File: config.mk
export PLATFORM = sky130hd
export DESIGN_NAME = swrl_ctrl
export DESIGN_NICKNAME = d
export VERILOG_FILES = /design/src/rtl/core/swrl_pkg.sv /design/src/rtl/core/swrl_ctrl.sv
export SDC_FILE = /design/constraint.sdc
export NUM_CORES = 1
export LEC_CHECK = 0
export ABC_AREA = 1
export BUFFER_PORTS_ARGS = -buffer_cell sky130_fd_sc_hd__buf_4
export CORE_MARGIN = 1.5
export CORE_UTILIZATION = 30
export DETAILED_ROUTE_END_ITERATION = 10
export SLEW_MARGIN = 40
export SYNTH_ARGS = -nofsm -noshare
export SYNTH_HDL_FRONTEND = slang
export SYNTH_SLANG_ARGS = --single-unit
File: constraint.sdc
create_clock -name aclk -period 6.4 [get_ports aclk]
set_input_delay 0.32 -clock aclk [delete_from_list [all_inputs] [get_ports aclk]]
set_output_delay 0.32 -clock aclk [all_outputs]
set_load 0.03 [all_outputs]
File: src/rtl/core/swrl_pkg.sv
// Shared types, codes and constants for the sliding window rate limiter.
// No dependencies; swrl_ctrl and sliding_window_rate_limiter_unit refer to it by scoped names.
package swrl_pkg;

    // Default sizes, handed to the top level parameters
    localparam int DEF_SENDERS       = 256;
    localparam int DEF_HISTORY_DEPTH = 64;

    // Fixed field widths
    localparam int SENDER_W    = 8;
    localparam int TICK_W      = 32;
    localparam int LIMIT_W     = 16;
    localparam int COUNT_OUT_W = 7;

    // Stream port widths
    localparam int S_TDATA_W = 40;
    localparam int S_TUSER_W = 2;
    localparam int M_TDATA_W = 16;

    // Configuration port
    localparam int CFG_ADDR_W = 2;
    localparam int CFG_DATA_W = 32;

    localparam logic [CFG_ADDR_W-1:0] CFG_WINDOW_TICKS = 2'd0;
    localparam logic [CFG_ADDR_W-1:0] CFG_MAX_MESSAGES = 2'd1;
    localparam logic [CFG_ADDR_W-1:0] CFG_MAX_COMMANDS = 2'd2;

    localparam logic [TICK_W-1:0]  WINDOW_RESET       = 32'd10000;
    localparam logic [LIMIT_W-1:0] MAX_MESSAGES_RESET = 16'd10;
    localparam logic [LIMIT_W-1:0] MAX_COMMANDS_RESET = 16'd10;

    // Item codes
    localparam logic ACT_RECORD = 1'b0;
    localparam logic ACT_CHECK  = 1'b1;
    localparam logic KIND_MSG   = 1'b0;
    localparam logic KIND_CMD   = 1'b1;

    typedef struct packed {
        logic [TICK_W-1:0]  window_ticks;
        logic [LIMIT_W-1:0] max_messages;
        logic [LIMIT_W-1:0] max_commands;
    } cfg_t;

    typedef struct packed {
        logic                   history_full;
        logic                   over_limit;
        logic [COUNT_OUT_W-1:0] recent_count;
    } result_t;

    typedef enum logic [2:0] {
        ST_CLEAR,
        ST_IDLE,
        ST_READ,
        ST_UPDATE,
        ST_FETCH,
        ST_TEST,
        ST_WB
    } ctrl_state_t;

endpackage

File: src/rtl/core/swrl_ctrl.sv
// Sequencer for the rate limiter: clears ring state after reset, then reads,
// updates, prunes and writes back one ring per item. Uses swrl_pkg.
module swrl_ctrl #(
    parameter int SENDERS       = swrl_pkg::DEF_SENDERS,
    parameter int HISTORY_DEPTH = swrl_pkg::DEF_HISTORY_DEPTH,
    localparam int RINGS   = 2 * SENDERS,
    localparam int RING_W  = $clog2(RINGS),
    localparam int PTR_W   = $clog2(HISTORY_DEPTH),
    localparam int CNT_W   = $clog2(HISTORY_DEPTH + 1),
    localparam int META_W  = PTR_W + CNT_W,
    localparam int SADDR_W = $clog2(RINGS * HISTORY_DEPTH)
) (
    input  logic                            aclk,
    input  logic                            aresetn,
    // Item in
    input  logic                            in_valid,
    output logic                            in_ready,
    input  logic                            in_action,
    input  logic                            in_kind,
    input  logic [swrl_pkg::SENDER_W-1:0]   in_sender,
    input  logic [swrl_pkg::TICK_W-1:0]     in_now,
    input  swrl_pkg::cfg_t                  cfg,
    // Result out
    output logic                            res_valid,
    input  logic                            res_ready,
    output swrl_pkg::result_t               res,
    // Ring state memory
    output logic                            meta_we,
    output logic [RING_W-1:0]               meta_waddr,
    output logic [META_W-1:0]               meta_wdata,
    output logic                            meta_re,
    output logic [RING_W-1:0]               meta_raddr,
    input  logic [META_W-1:0]               meta_rdata,
    // Stamp memory
    output logic                            stamp_we,
    output logic [SADDR_W-1:0]              stamp_waddr,
    output logic [swrl_pkg::TICK_W-1:0]     stamp_wdata,
    output logic                            stamp_re,
    output logic [SADDR_W-1:0]              stamp_raddr,
    input  logic [swrl_pkg::TICK_W-1:0]     stamp_rdata
);

    swrl_pkg::ctrl_state_t state_reg, state_next;

    logic [RING_W-1:0]               ring_reg, ring_next;
    logic [SADDR_W-1:0]              base_reg, base_next;
    logic                            action_reg, action_next;
    logic                            kind_reg, kind_next;
    logic                            ok_reg, ok_next;
    logic [swrl_pkg::TICK_W-1:0]     now_reg, now_next;
    logic [PTR_W-1:0]                oldest_reg, oldest_next;
    logic [CNT_W-1:0]                count_reg, count_next;
    logic                            full_reg, full_next;
    logic [RING_W-1:0]               clr_reg, clr_next;

    logic [PTR_W-1:0]                meta_oldest;
    logic [CNT_W-1:0]                meta_count;
    logic [PTR_W:0]                  pos_sum;
    logic [PTR_W-1:0]                pos;
    logic [RING_W-1:0]               ring_in;
    logic                            ok_in;
    logic [swrl_pkg::TICK_W-1:0]     age;
    logic [swrl_pkg::LIMIT_W-1:0]    limit;
    logic [31:0]                     count_wide;

    // Step a ring position with wrap
    function automatic logic [PTR_W-1:0] ptr_step(input logic [PTR_W-1:0] p);
        logic [PTR_W-1:0] r;
        if (p == PTR_W'(HISTORY_DEPTH - 1)) begin
            r = '0;
        end else begin
            r = p + PTR_W'(1);
        end
        return r;
    endfunction

    assign {meta_oldest, meta_count} = meta_rdata;

    // Ring index and range check of the incoming item
    assign ok_in   = (32'(in_sender) < 32'(SENDERS));
    assign ring_in = RING_W'(in_sender) + (in_kind ? RING_W'(SENDERS) : RING_W'(0));

    // Free slot position of the ring being recorded into
    assign pos_sum = (PTR_W+1)'(meta_oldest) + (PTR_W+1)'(meta_count);
    assign pos     = (pos_sum >= (PTR_W+1)'(HISTORY_DEPTH))
                   ? PTR_W'(pos_sum - (PTR_W+1)'(HISTORY_DEPTH))
                   : PTR_W'(pos_sum);

    assign age   = now_reg - stamp_rdata;
    assign limit = (kind_reg == swrl_pkg::KIND_CMD) ? cfg.max_commands : cfg.max_messages;

    // Result from the written-back ring state
    assign count_wide        = 32'(count_reg);
    assign res.recent_count  = count_wide[swrl_pkg::COUNT_OUT_W-1:0];
    assign res.over_limit    = (action_reg == swrl_pkg::ACT_CHECK)
                             && (17'(count_reg) > 17'(limit));
    assign res.history_full  = full_reg;

    // State and item registers
    always_ff @(posedge aclk) begin
        if (!aresetn) begin
            state_reg <= swrl_pkg::ST_CLEAR;
            clr_reg   <= '0;
        end else begin
            state_reg <= state_next;
            clr_reg   <= clr_next;
        end
        ring_reg   <= ring_next;
        base_reg   <= base_next;
        action_reg <= action_next;
        kind_reg   <= kind_next;
        ok_reg     <= ok_next;
        now_reg    <= now_next;
        oldest_reg <= oldest_next;
        count_reg  <= count_next;
        full_reg   <= full_next;
    end

    // Next state and memory control
    always_comb begin
        state_next  = state_reg;
        ring_next   = ring_reg;
        base_next   = base_reg;
        action_next = action_reg;
        kind_next   = kind_reg;
        ok_next     = ok_reg;
        now_next    = now_reg;
        oldest_next = oldest_reg;
        count_next  = count_reg;
        full_next   = full_reg;
        clr_next    = clr_reg;

        in_ready    = 1'b0;
        res_valid   = 1'b0;
        meta_we     = 1'b0;
        meta_waddr  = ring_reg;
        meta_wdata  = {oldest_reg, count_reg};
        meta_re     = 1'b0;
        meta_raddr  = ring_reg;
        stamp_we    = 1'b0;
        stamp_waddr = base_reg + SADDR_W'(pos);
        stamp_wdata = now_reg;
        stamp_re    = 1'b0;
        stamp_raddr = base_reg + SADDR_W'(oldest_reg);

        unique case (state_reg)
            swrl_pkg::ST_CLEAR: begin
                // Zero one ring's state per cycle
                meta_we    = 1'b1;
                meta_waddr = clr_reg;
                meta_wdata = '0;
                clr_next   = clr_reg + RING_W'(1);
                if (clr_reg == RING_W'(RINGS - 1)) begin
                    state_next = swrl_pkg::ST_IDLE;
                end
            end
            swrl_pkg::ST_IDLE: begin
                // Take an item; unknown senders report all zero
                in_ready = 1'b1;
                if (in_valid) begin
                    ring_next   = ring_in;
                    base_next   = SADDR_W'(ring_in) * SADDR_W'(HISTORY_DEPTH);
                    action_next = in_action;
                    kind_next   = in_kind;
                    ok_next     = ok_in;
                    now_next    = in_now;
                    count_next  = '0;
                    full_next   = 1'b0;
                    state_next  = ok_in ? swrl_pkg::ST_READ : swrl_pkg::ST_WB;
                end
            end
            swrl_pkg::ST_READ: begin
                meta_re    = 1'b1;
                state_next = swrl_pkg::ST_UPDATE;
            end
            swrl_pkg::ST_UPDATE: begin
                // Append the stamp on a record; overwrite the oldest when full
                oldest_next = meta_oldest;
                count_next  = meta_count;
                if (action_reg == swrl_pkg::ACT_RECORD) begin
                    stamp_we = 1'b1;
                    if (meta_count >= CNT_W'(HISTORY_DEPTH)) begin
                        stamp_waddr = base_reg + SADDR_W'(meta_oldest);
                        oldest_next = ptr_step(meta_oldest);
                        full_next   = 1'b1;
                    end else begin
                        count_next = meta_count + CNT_W'(1);
                    end
                end
                state_next = swrl_pkg::ST_FETCH;
            end
            swrl_pkg::ST_FETCH: begin
                // Read the oldest stamp unless the ring is empty
                if (count_reg == '0) begin
                    state_next = swrl_pkg::ST_WB;
                end else begin
                    stamp_re   = 1'b1;
                    state_next = swrl_pkg::ST_TEST;
                end
            end
            swrl_pkg::ST_TEST: begin
                // Drop a stale stamp and look at the next one
                if (age > cfg.window_ticks) begin
                    oldest_next = ptr_step(oldest_reg);
                    count_next  = count_reg - CNT_W'(1);
                    state_next  = swrl_pkg::ST_FETCH;
                end else begin
                    state_next = swrl_pkg::ST_WB;
                end
            end
            swrl_pkg::ST_WB: begin
                // Write back the ring state and hand over the result
                meta_we   = ok_reg;
                res_valid = 1'b1;
                if (res_ready) begin
                    state_next = swrl_pkg::ST_IDLE;
                end
            end
            default: begin
                state_next = swrl_pkg::ST_IDLE;
            end
        endcase
    end

endmodule

==> run_results.csv <==
group,metric,value,unit
run_status,status,"finished, final reports clean",
power_and_ir_drop,p_total,0.00131,W
sta,post-route-min-period,3.95,ns
sta,tightest_slew,0.773,ns
layout,num-nets-final,1350,
setup_path,path_common_cell,"nand2_1",
logic_synthesis,yosys.cell_types.count,53,
setup_path,cp_slowest_stage_delay,0.46,ns
drt,drc,0,
clock_tree,cts.path.max_buffers,2,
logic_synthesis,syn_inst,865,
drt,route.antenna.remaining_nets,0,
grt,grt_pass1_vias,6294,
placement,dpl.hpwl,16.5,mm
layout,final_cell_mix,"buf_4 (263), inv_1 (156), nand2_1 (147)",
setup_path,r2r-end,"count_reg[1]",
placement,place_congestion,0.863,
drt,viasPerCell,4.57,
grt,grt_use_total,0.173,
layout,final_common_cell,"buf_4",
sta,slew_violations,0,
setup_path,path_cells,"ha_1 > nand2_1 > inv_1 > a21oi_1 > o21bai_1 > a21oi_1 > nand2_2 > nand2_1 > nand3_1 > xor2_1 > ha_1 > nand2_1 > nor2_1 > nand2_1 > nor2_1 > nand2_1 > nand2_1 > nand2_1 > nand2_1 > nand3_1 > nor2_1",
die,start_util,0.309,
logic_synthesis,synth_fp_nets,1104,
grt,grt_first_pass_wirelength,30.4,mm
logic_synthesis,async_reset_ff_frac,0,
clock_tree,cts-root-buf,"clkbuf_16",
setup_path,r2r_slack,2.45,ns
sta,fin_crit_sh,0.618,
setup_path,worstPathMaxFanout,7,
drt,route.vias.total,6357,
run,drv_cap,0,
clock_tree,clk_pin_slew,0.07,ns
logic_synthesis,yosysSeqAreaShare,0.294,
die,ioPinCount,263,
sta,rsz0062_at_grt,"no",
die,die-area,22600,um^2
setup_path,critPathKind,"flip-flop to flip-flop",
layout,area_growth_syn_to_layout,37.2,%
grt,grt_overflow,0,
drt,routedWlPerCell,14.0,um
drt,wirelength,19.5,mm
clock_tree,clk_latency,0.35,ns
placement,io_buffers,262,
setup_path,cp.arrival,3.93,ns
logic_synthesis,yosysWarnings,0,
setup_path,critPathCaptureType,"flip-flop",
power_and_ir_drop,peakVddDrop,110,uV
power_and_ir_drop,p_per_area,146,nW/um^2
clock_tree,cts_htree_levels,3,
layout,n_fill_cell,2134,
sta,fin_setup_tns,0,ns
sta,setup_viol,0,
clock_tree,cts_made_buffers,9,
layout,fin_util,0.423,
setup_path,worst_path_max_delay_cell,"nor2_1",
die,rows,53,
hold_path,hp-start,"in_now[10]",
hold_path,worstHoldEndpoint,"stamp_wdata[10]",
hold_path,min_path_type,"input port to flip-flop",
clock_tree,cts_hold_buf,0,
layout,largest_reg_flops,32,
logic_synthesis,ys.flop_type,"edfxtp_1",
setup_path,worst_ep_required_time,6.37,ns
grt,antenna_found_initial,1,
layout,drive_gt1_frac,0.287,
grt,grt_max_degree,25,
sta,hold_viol,0,
drt,drt_iter0_drc,325,
die,fp.dieW,150,um
die,die-height,150,um
logic_synthesis,postSynthAreaPerCell,7.54,um^2
die,coreArea,21200,um^2
clock_tree,cts_tree,"done",
logic_synthesis,synth_area,6530,um^2
logic_synthesis,ys_ff_latch,68,
sta,fmax,253,MHz
setup_path,reg2reg_depth,21,
hold_path,min_path_cells,1,
sta,finClkSkew,0.0111,ns
sta,slew_headroom,0.484,
power_and_ir_drop,leakagePower,4.54,nW
logic_synthesis,synth_edf_count,56,
drt,drt_pre_antenna_iters,4,
clock_tree,cts.repair.resized,0,
setup_path,worstSetupStartpointType,"flip-flop",
setup_path,r2r-start,"stamp_wdata[10]",
clock_tree,cts_setup_buffers,0,
clock_tree,cts_sinks,68,
## power breakdown
group / internal (W) / total (W) / switching (W)
Sequential: 0.000479 / 0.000480 / 0.00000160
Combinational: 0.000153 / 0.000318 / 0.000165
Clock: 0.000292 / 0.000507 / 0.000215
Total: 0.000924 / 0.00131 / 0.000382
## cells in the mapped netlist, drive strengths merged (4+ instances only)
| cell type | n | area [um^2] |
|---|---|---|
| edfxtp | 56 | 1680 |
| xor2 | 26 | 228 |
| a21oi | 67 | 354 |
| a31oi | 4 | 25.0 |
| nand2 | 150 | 571 |
| o21ai | 58 | 302 |
| nor4 | 6 | 43.8 |
| nand3 | 39 | 210 |
| xnor2 | 13 | 114 |
| nor3 | 15 | 80.1 |
| nor2 | 97 | 419 |
| inv | 166 | 628 |
| nand4 | 10 | 62.6 |
| dfxtp | 12 | 240 |
| ha | 82 | 1030 |
| o21bai | 4 | 30.0 |
| buf | 26 | 195 |
| mux2i | 6 | 60.1 |
## per-layer routing
layer	up-vias	global-route usage	routed length (um)
li1	3344	-	-
met2	168	0.302	9780
met3	25	0.0345	1180
met4	0	0.0627	357
met5	-	0	0
met1	2820	0.208	8190
## worst max-delay path by stage
stage / slack (ns) / startpoint / to / cells past startpoint
after floorplan: 2.85 / stamp_wdata[0] / count_reg[0] / 23
after global placement: 2.50 / stamp_wdata[10] / count_reg[1] / 21
after detailed placement: 2.44 / stamp_wdata[10] / count_reg[1] / 21
after CTS: 2.42 / stamp_wdata[10] / count_reg[1] / 21
after global routing: 2.09 / stamp_wdata[10] / count_reg[1] / 21
final: 2.45 / stamp_wdata[10] / count_reg[1] / 21
## critical path, delay by kind of cell (launching register included)
| kind | cells | cell delay, ns |
|---|---|---|
| AOI/OAI and AO/OA | 3 | 0.52 |
| xor gates and xnor gates | 1 | 0.15 |
| adders and majority gates | 2 | 0.71 |
| buffers and inverters | 1 | 0.05 |
| DFF | 1 | 0.43 |
| and+or+nand+nor | 14 | 1.70 |
## metrics by stage
| stage | area [um^2] | cells | setup slack (ns) | hold WS [ns] |
|---|---|---|---|---|
| final | 8950 | 1392 | 2.45 | 0.146 |
| after CTS | 8950 | 1391 | 2.42 | 0.128 |
| after detailed placement | 8650 | 1375 | 2.44 | 0.489 |
| after floorplan | 6530 | 865 | 2.85 | 0.419 |
| after global routing | 8950 | 1391 | 2.09 | 0.128 |
| after global placement | 8650 | 1375 | 2.50 | 0.484 |
## kinds of logic after synthesis
family / count (synthesis) / share of synthesized area
compound gates: 152 / 0.136
buf+inv: 195 / 0.128
simple gates: 321 / 0.217
xor+xnor: 39 / 0.0523
flops: 68 / 0.294
fa+ha+maj: 84 / 0.163
mux: 6 / 0.00920
## area by class of cell
| cell class | count | area [um^2] | share of cell area |
|---|---|---|---|
| Sequential cell | 68 | 1920 | 0.215 |
| Clock buffer | 10 | 250 | 0.0280 |
| Clock inverter | 6 | 48.8 | 0.00545 |
| Antenna cell | 1 | 2.50 | 0.000280 |
| Multi-Input combinational cell | 602 | 3780 | 0.422 |
| Timing Repair Buffer | 263 | 1970 | 0.221 |
| Inverter | 167 | 632 | 0.0706 |
| Tap cell | 275 | 344 | 0.0384 |
Note: power is estimated with default switching activity, not from simulation.
